$ cat config.mk
export PLATFORM = sky130hd
export DESIGN_NAME = messagepack_token_encoder
export DESIGN_NICKNAME = d
export VERILOG_FILES = /design/src/rtl/mte_pkg.sv /design/src/rtl/mte_front.sv /design/src/rtl/mte_back.sv /design/src/rtl/messagepack_token_encoder.sv
export SDC_FILE = /design/constraint.sdc
export NUM_CORES = 1
export LEC_CHECK = 0
export ABC_AREA = 1
export ABC_CLOCK_PERIOD_IN_PS = 9700
export CORE_ASPECT_RATIO = 1.4
export CORE_MARGIN = 2
export CORE_UTILIZATION = 40
export DETAILED_ROUTE_END_ITERATION = 7
export DONT_BUFFER_PORTS = 1
export HOLD_SLACK_MARGIN = 0.02
export PLACE_DENSITY_LB_ADDON = 0.2
export SYNTH_ARGS = -nofsm -noshare
export SYNTH_HDL_FRONTEND = slang
export SYNTH_SLANG_ARGS = --single-unit
export TNS_END_PERCENT = 10
$ cat constraint.sdc
create_clock -name i_clk -period 9.7 [get_ports i_clk]
set_input_delay 0.97 -clock i_clk [delete_from_list [all_inputs] [get_ports i_clk]]
set_output_delay 0.97 -clock i_clk [all_outputs]
set_load 0.005 [all_outputs]
$ cat src/rtl/mte_pkg.sv
`timescale 1ns / 1ps
package mte_pkg;

    localparam logic [2:0] MODE_MAP    = 3'd0;
    localparam logic [2:0] MODE_ARRAY  = 3'd1;
    localparam logic [2:0] MODE_STRHDR = 3'd2;
    localparam logic [2:0] MODE_STRBYT = 3'd3;
    localparam logic [2:0] MODE_NIL    = 3'd4;
    localparam logic [2:0] MODE_BOOL   = 3'd5;
    localparam logic [2:0] MODE_DOUBLE = 3'd6;
    localparam logic [2:0] MODE_INT    = 3'd7;

    localparam logic [7:0] FIXMAP   = 8'h80;
    localparam logic [7:0] FIXARRAY = 8'h90;
    localparam logic [7:0] FIXSTR   = 8'ha0;
    localparam logic [7:0] MAP16    = 8'hde;
    localparam logic [7:0] MAP32    = 8'hdf;
    localparam logic [7:0] ARRAY16  = 8'hdc;
    localparam logic [7:0] ARRAY32  = 8'hdd;
    localparam logic [7:0] STR8     = 8'hd9;
    localparam logic [7:0] STR16    = 8'hda;
    localparam logic [7:0] STR32    = 8'hdb;
    localparam logic [7:0] FLOAT64  = 8'hcb;
    localparam logic [7:0] INT64    = 8'hd3;
    localparam logic [7:0] INT32    = 8'hd2;
    localparam logic [7:0] NIL      = 8'hc0;
    localparam logic [7:0] FALSE_B  = 8'hc2;
    localparam logic [7:0] TRUE_B   = 8'hc3;

    localparam logic [2:0] REG_WIDE_INTEGERS = 3'd0;

    // one classified token: lead byte, then tail_len bytes taken MSB first from tail
    typedef struct packed {
        logic [7:0]  head;
        logic [3:0]  tail_len;
        logic [63:0] tail;
    } t_tok;

endpackage

$ cat src/rtl/mte_front.sv
`timescale 1ns / 1ps
module mte_front
    import mte_pkg::*;
(
    input  logic        i_clk,
    input  logic        i_rst_n,
    input  logic        i_push,
    output logic        o_full,
    input  logic [2:0]  i_mode,
    input  logic [31:0] i_count,
    input  logic [63:0] i_payload,
    input  logic        i_truth,
    input  logic [7:0]  i_text_byte,
    input  logic        i_wide,
    output logic        o_valid,
    output t_tok        o_tok,
    input  logic        i_take
);

    t_tok       w_tok;
    t_tok       r_q [2];
    logic       r_wptr, n_wptr;
    logic       r_rptr, n_rptr;
    logic [1:0] r_cnt, n_cnt;
    logic       w_push, w_pop;
    logic       w_lt16, w_lt32, w_lt256, w_lt64k;
    logic [31:0] w_sat;

    always_comb begin
        w_lt16  = (i_count[31:4] == '0);
        w_lt32  = (i_count[31:5] == '0);
        w_lt256 = (i_count[31:8] == '0);
        w_lt64k = (i_count[31:16] == '0);
    end

    // clamp to int32 range
    always_comb begin
        if (!i_payload[63] && (i_payload[62:31] != '0)) begin
            w_sat = 32'h7fff_ffff;
        end else if (i_payload[63] && (i_payload[62:31] != '1)) begin
            w_sat = 32'h8000_0000;
        end else begin
            w_sat = i_payload[31:0];
        end
    end

    always_comb begin
        w_tok = '{head: NIL, tail_len: 4'd0, tail: 64'd0};
        unique case (i_mode)
            MODE_MAP: begin
                if (w_lt32) begin
                    w_tok.head = FIXMAP | {3'b000, i_count[4:0]};
                end else if (w_lt64k) begin
                    w_tok = '{head: MAP16, tail_len: 4'd2, tail: {i_count[15:0], 48'd0}};
                end else begin
                    w_tok = '{head: MAP32, tail_len: 4'd4, tail: {i_count, 32'd0}};
                end
            end
            MODE_ARRAY: begin
                if (w_lt16) begin
                    w_tok.head = FIXARRAY | {4'b0000, i_count[3:0]};
                end else if (w_lt64k) begin
                    w_tok = '{head: ARRAY16, tail_len: 4'd2, tail: {i_count[15:0], 48'd0}};
                end else begin
                    w_tok = '{head: ARRAY32, tail_len: 4'd4, tail: {i_count, 32'd0}};
                end
            end
            MODE_STRHDR: begin
                if (w_lt32) begin
                    w_tok.head = FIXSTR | {3'b000, i_count[4:0]};
                end else if (w_lt256) begin
                    w_tok = '{head: STR8, tail_len: 4'd1, tail: {i_count[7:0], 56'd0}};
                end else if (w_lt64k) begin
                    w_tok = '{head: STR16, tail_len: 4'd2, tail: {i_count[15:0], 48'd0}};
                end else begin
                    w_tok = '{head: STR32, tail_len: 4'd4, tail: {i_count, 32'd0}};
                end
            end
            MODE_STRBYT: w_tok.head = i_text_byte;
            MODE_NIL:    w_tok.head = NIL;
            MODE_BOOL:   w_tok.head = i_truth ? TRUE_B : FALSE_B;
            MODE_DOUBLE: w_tok = '{head: FLOAT64, tail_len: 4'd8, tail: i_payload};
            MODE_INT: begin
                if (i_wide) begin
                    w_tok = '{head: INT64, tail_len: 4'd8, tail: i_payload};
                end else begin
                    w_tok = '{head: INT32, tail_len: 4'd4, tail: {w_sat, 32'd0}};
                end
            end
            default: w_tok.head = NIL;
        endcase
    end

    // two-entry token queue toward the back end
    assign o_full  = (r_cnt == 2'd2);
    assign o_valid = (r_cnt != 2'd0);
    assign o_tok   = r_q[r_rptr];
    assign w_push  = i_push && !o_full;
    assign w_pop   = i_take && o_valid;

    always_comb begin
        n_wptr = w_push ? ~r_wptr : r_wptr;
        n_rptr = w_pop ? ~r_rptr : r_rptr;
        n_cnt  = r_cnt + {1'b0, w_push} - {1'b0, w_pop};
    end

    always_ff @(posedge i_clk) begin
        if (!i_rst_n) begin
            r_wptr <= 1'b0;
            r_rptr <= 1'b0;
            r_cnt  <= 2'd0;
        end else begin
            r_wptr <= n_wptr;
            r_rptr <= n_rptr;
            r_cnt  <= n_cnt;
        end
    end

    always_ff @(posedge i_clk) begin
        if (w_push) begin
            r_q[r_wptr] <= w_tok;
        end
    end

endmodule

$ cat src/rtl/mte_back.sv
`timescale 1ns / 1ps
module mte_back
    import mte_pkg::*;
(
    input  logic       i_clk,
    input  logic       i_rst_n,
    input  logic       i_valid,
    input  t_tok       i_tok,
    output logic       o_take,
    output logic       empty,
    input  logic       pop,
    output logic [7:0] o_out_byte,
    output logic       o_last
);

    logic        r_busy;
    logic [3:0]  r_rem;
    logic [63:0] r_data;
    logic        r_out_valid;
    logic [7:0]  r_out_byte;
    logic        r_out_last;
    logic        w_adv;

    // output register free or being drained this cycle
    assign w_adv  = !r_out_valid || pop;
    assign o_take = w_adv && !r_busy && i_valid;

    always_ff @(posedge i_clk) begin
        if (!i_rst_n) begin
            r_busy      <= 1'b0;
            r_out_valid <= 1'b0;
        end else if (w_adv) begin
            if (r_busy) begin
                r_busy      <= (r_rem != 4'd1);
                r_out_valid <= 1'b1;
            end else begin
                r_busy      <= i_valid && (i_tok.tail_len != 4'd0);
                r_out_valid <= i_valid;
            end
        end
    end

    always_ff @(posedge i_clk) begin
        if (w_adv) begin
            if (r_busy) begin
                r_out_byte <= r_data[63:56];
                r_out_last <= (r_rem == 4'd1);
                r_data     <= {r_data[55:0], 8'd0};
                r_rem      <= r_rem - 4'd1;
            end else begin
                r_out_byte <= i_tok.head;
                r_out_last <= (i_tok.tail_len == 4'd0);
                r_data     <= i_tok.tail;
                r_rem      <= i_tok.tail_len;
            end
        end
    end

    assign empty      = !r_out_valid;
    assign o_out_byte = r_out_byte;
    assign o_last     = r_out_last;

endmodule

$ cat src/rtl/messagepack_token_encoder.sv
`timescale 1ns / 1ps
// Channel    Handshake          Payload
// tokens in  push / full        i_mode, i_count, i_payload, i_truth, i_text_byte
// bytes out  empty / pop        o_out_byte, o_last
// config     APB psel/penable   paddr, pwdata, prdata (wide_integers at 0x0)
//
// A token of N bytes leaves one byte per cycle while pop keeps the output register
// drained, so string content bytes stream at one item per cycle while pop keeps up.
// A token passes through the two-entry token queue before it reaches the output register.
// A two-entry token queue sits between the classifier and the byte sequencer:
// while a result waits, two more tokens are taken in before full rises.
// Reset (synchronous, active low) empties both sides and sets wide_integers to 1.
module messagepack_token_encoder
    import mte_pkg::*;
(
    input  logic        i_clk,
    input  logic        i_rst_n,
    input  logic        push,
    output logic        full,
    input  logic [2:0]  i_mode,
    input  logic [31:0] i_count,
    input  logic [63:0] i_payload,
    input  logic        i_truth,
    input  logic [7:0]  i_text_byte,
    output logic        empty,
    input  logic        pop,
    output logic [7:0]  o_out_byte,
    output logic        o_last,
    input  logic        psel,
    input  logic        penable,
    input  logic        pwrite,
    input  logic [2:0]  paddr,
    input  logic [31:0] pwdata,
    output logic [31:0] prdata,
    output logic        pready
);

    logic r_wide;
    logic w_valid;
    logic w_take;
    t_tok w_tok;

    assign pready = 1'b1;
    assign prdata = (paddr == REG_WIDE_INTEGERS) ? {31'd0, r_wide} : 32'd0;

    always_ff @(posedge i_clk) begin
        if (!i_rst_n) begin
            r_wide <= 1'b1;
        end else if (psel && penable && pwrite && pready && (paddr == REG_WIDE_INTEGERS)) begin
            r_wide <= pwdata[0];
        end
    end

    mte_front u_front (
        .i_clk       (i_clk),
        .i_rst_n     (i_rst_n),
        .i_push      (push),
        .o_full      (full),
        .i_mode      (i_mode),
        .i_count     (i_count),
        .i_payload   (i_payload),
        .i_truth     (i_truth),
        .i_text_byte (i_text_byte),
        .i_wide      (r_wide),
        .o_valid     (w_valid),
        .o_tok       (w_tok),
        .i_take      (w_take)
    );

    mte_back u_back (
        .i_clk      (i_clk),
        .i_rst_n    (i_rst_n),
        .i_valid    (w_valid),
        .i_tok      (w_tok),
        .o_take     (w_take),
        .empty      (empty),
        .pop        (pop),
        .o_out_byte (o_out_byte),
        .o_last     (o_last)
    );

endmodule
==> flow_metrics.py <==
metrics = {
    "critical_path": {
        "critPathArrivalTime_ns": 2.81,
        "crit_top_cell": "nand2_1",
        "crit_chain": "nor2_1, nand2_1, nor2_2, nand2_1, o21ai_4, nand2_4, nand2_1, nand4_1",
        "critPathTopFamily": "simple AND/OR/NAND/NOR gates",
        "cp_num_buf_inv": 0,
        "worstReg2RegEnd": "u_front.r_q[1][38]",
        "critPathLaunchType": "input pin",
        "path_max_fanout": 13,
        "cp_num_cells": 8,
        "critPathKind": "in -> reg",
        "critPathCaptureType": "register",
        "r2r_slack_ns": 7.17,
        "crit_required_ns": 9.90,
        "r2r-start": "u_front.r_cnt[0]",
        "slowest_delay_ns": 0.47,
        "reg2reg_depth": 3,
        "cp_slowest_cell": "nor2_2",
    },
    "clocking": {
        "cts_resized": 0,
        "clock_latency_ns": 0.52,
        "cts_num_sinks": 237,
        "root_buffer": "clkbuf_16",
        "cts_tree": "done",
        "cts_hold_buffers": 0,
        "numCtsBuffers": 22,
        "clk_path_buf_depth": 3,
        "htreeDepth": 1,
        "postCtsSetupRepairBufs": 0,
        "clkTransAtPathRegs_ns": 0.06,
    },
    "sta": {
        "fmax_ghz": 0.383,
        "finalClockSkew_ns": 0.0131,
        "layout_setup_ws_ns": 7.09,
        "min_period_ns": 2.61,
        "finalSetupViolCount": 0,
        "tightest_slew_ns": 1.05,
        "hold_viol_final": 0,
        "final_max_slew_viol_count": 0,
        "fin_hold_ws_ns": 0.461,
        "finalCritPeriodShare_pct": 26.9,
        "fin_setup_tns_ns": 0,
        "rsz0062_at_grt": "false",
        "slew_headroom_pct": 30.0,
    },
    "floorplan": {
        "die_w_um": 146,
        "core.rowCount": 73,
        "core_um2": 28200,
        "initial_core_util_pct": 40.3,
        "num_io_pins": 194,
        "die-area_um2": 29800,
        "dieHeight_um": 203,
    },
    "detailed_routing": {
        "drt-initial-drc-count": 795,
        "vias": 8312,
        "dr.pass1.iters": 5,
        "ant_nets": 0,
        "wl_per_cell_um": 21.1,
        "via_per_inst": 5.42,
        "post-route-drc-count": 0,
        "drt-total-wl_um": 32400,
    },
    "flow_run": {
        "maxCapViolations": 0,
    },
    "cells_and_area": {
        "area_growth_pct": 7.87,
        "drive_gt1_share_pct": 6.38,
        "fin_cells": 1534,
        "register_area_um2": 7040,
        "fillers": 2749,
        "multi_input_area_um2": 3640,
        "design_area_um2": 12300,
        "n_antenna_cell": 0,
        "fin_nets": 1298,
        "final_util_pct": 43.4,
    },
    "place": {
        "place_area_um2": 11600,
        "globalplace.congestion": 0.883,
        "numPlacedInstances": 1495,
        "dp_slack_ns": 6.53,
        "place_hpwl_um": 21200,
        "numPortBuffers": 0,
    },
    "global_route": {
        "antenna_found_initial": 0,
        "top_usage_layer": "met2",
        "use_met1_pct": 29.9,
        "use_met3_pct": 3.36,
        "grt_max_degree": 80,
        "grtUsageTotal_pct": 21.4,
        "first_global_vias": 8016,
        "grt_pass1_wl_um": 48500,
        "grt-ovfl-total": 0,
        "met2_usage_pct": 34.2,
    },
    "power": {
        "p_leak_nw": 4.76,
        "peakVddDrop_v": 0.000117,
        "power_density_nw_per_um2": 262,
        "power_mw": 3.21,
    },
    "worst_hold_path": {
        "hp-class": "reg -> reg",
        "hold_path_depth": 1,
        "hold_start": "u_front.r_rptr",
    },
    "synthesis": {
        "ys_ff_latch": 237,
        "synth-simple-area-share_pct": 20.0,
        "yosysUniqueCellTypes": 44,
        "ys_seq_area_share_pct": 61.9,
        "syn-cell-area_um2": 11400,
        "synth_top_family_by_area": "simple AND/OR/NAND/NOR gates",
        "yosys.area_share.xor_xnor_pct": 0.154,
        "avgSynthCellArea_um2": 9.71,
        "ys_warn_count": 0,
        "synth_cells": 1170,
        "synth_fa_ha_area_share_pct": 0.440,
        "synth-compound-area-share_pct": 10.1,
        "synth.mux.area_fraction_pct": 0.0881,
    },
    "outcome": {
        "status": "completed",
    },
}
-- worst max-delay path by stage --
stage / startpoint / end / slack [ns]
2_1_floorplan: push / u_front.r_q[1][0] / 4.88
3_3_place_gp: push / u_front.r_q[1][30] / 6.55
3_5_place_dp: push / u_front.r_q[1][30] / 6.53
4_1_cts: push / u_front.r_q[1][2] / 7.09
5_1_grt: i_count[21] / u_front.r_q[0][53] / 6.92
6_report: i_count[21] / u_front.r_q[0][62] / 7.09
-- routing by layer --
metal | vias to the layer above | routed length, um
met5 | - | 0
met2 | 373 | 15000
met3 | 51 | 2500
li1 | 3893 | -
met4 | 0 | 983
met1 | 3995 | 13800
-- report_power, final --
group / internal [mW] / total (mW) / switching (mW)
clock network: 0.488 / 0.860 / 0.372
logic: 0.215 / 0.774 / 0.559
registers: 1.50 / 1.58 / 0.0818
-- registers in the layout (all words and copies together), names as in the netlist, named ones only --
register            cells
u_front.r_rptr          1
u_front.r_cnt           2
u_back.r_busy           1
u_back.r_rem            4
u_front.r_q           152
u_back.o_last           1
u_back.r_data          64
r_wide                  1
u_front.r_wptr          1
u_back.o_out_byte       8
u_back.r_out_valid      1
-- area by class of cell --
cell class | instances | area share (%)
flip-flops and latches | 237 | 57.4
multi-input cells | 788 | 29.7
clock buffers | 27 | 4.82
well taps | 375 | 3.83
inverters | 83 | 2.57
clock inverters | 12 | 0.939
repair buffers | 12 | 0.735
-- cell usage after synthesis, drive strengths merged --
cell type	count	area, um^2
nand2	255	980
edfxtp	229	6880
nor2	191	753
a21oi	142	718
inv	81	304
buf	64	402
nand3	51	278
o21ai	35	190
nand4	34	213
clkbuf	28	105
o211ai	17	128
dfxtp	8	160
nor3	5	25.0
ha	4	50.1
o21bai	4	30.0
a21boi	3	22.5
a221oi	3	26.3
a31oi	2	12.5
clkinv	2	8.75
conb	2	7.51
or2	2	12.5
xor2	2	17.5
a31o	1	8.76
and2	1	6.26
mux2i	1	10.0
nor4	1	6.26
o221ai	1	8.76
o22ai	1	6.26
-- cell usage in the layout, fill, tap and decap left out, types with 17 or more instances in the layout --
cell       instances
inv_1             78
o21ai_0           27
clkbuf_16         23
a21oi_1          140
edfxtp_1         229
o211ai_1          17
nor2_1           182
nand2_1          250
nand3_1           48
conb_1            32
nand4_1           34
-- cell families after synthesis --
logic type      count (synthesis)
simple gates                  540
mux                             1
other cells                     2
flops                         237
compound gates                209
fa+ha+maj                       4
buf+inv                       175
xor+xnor                        2
Note: power is estimated with default switching activity, not from simulation.
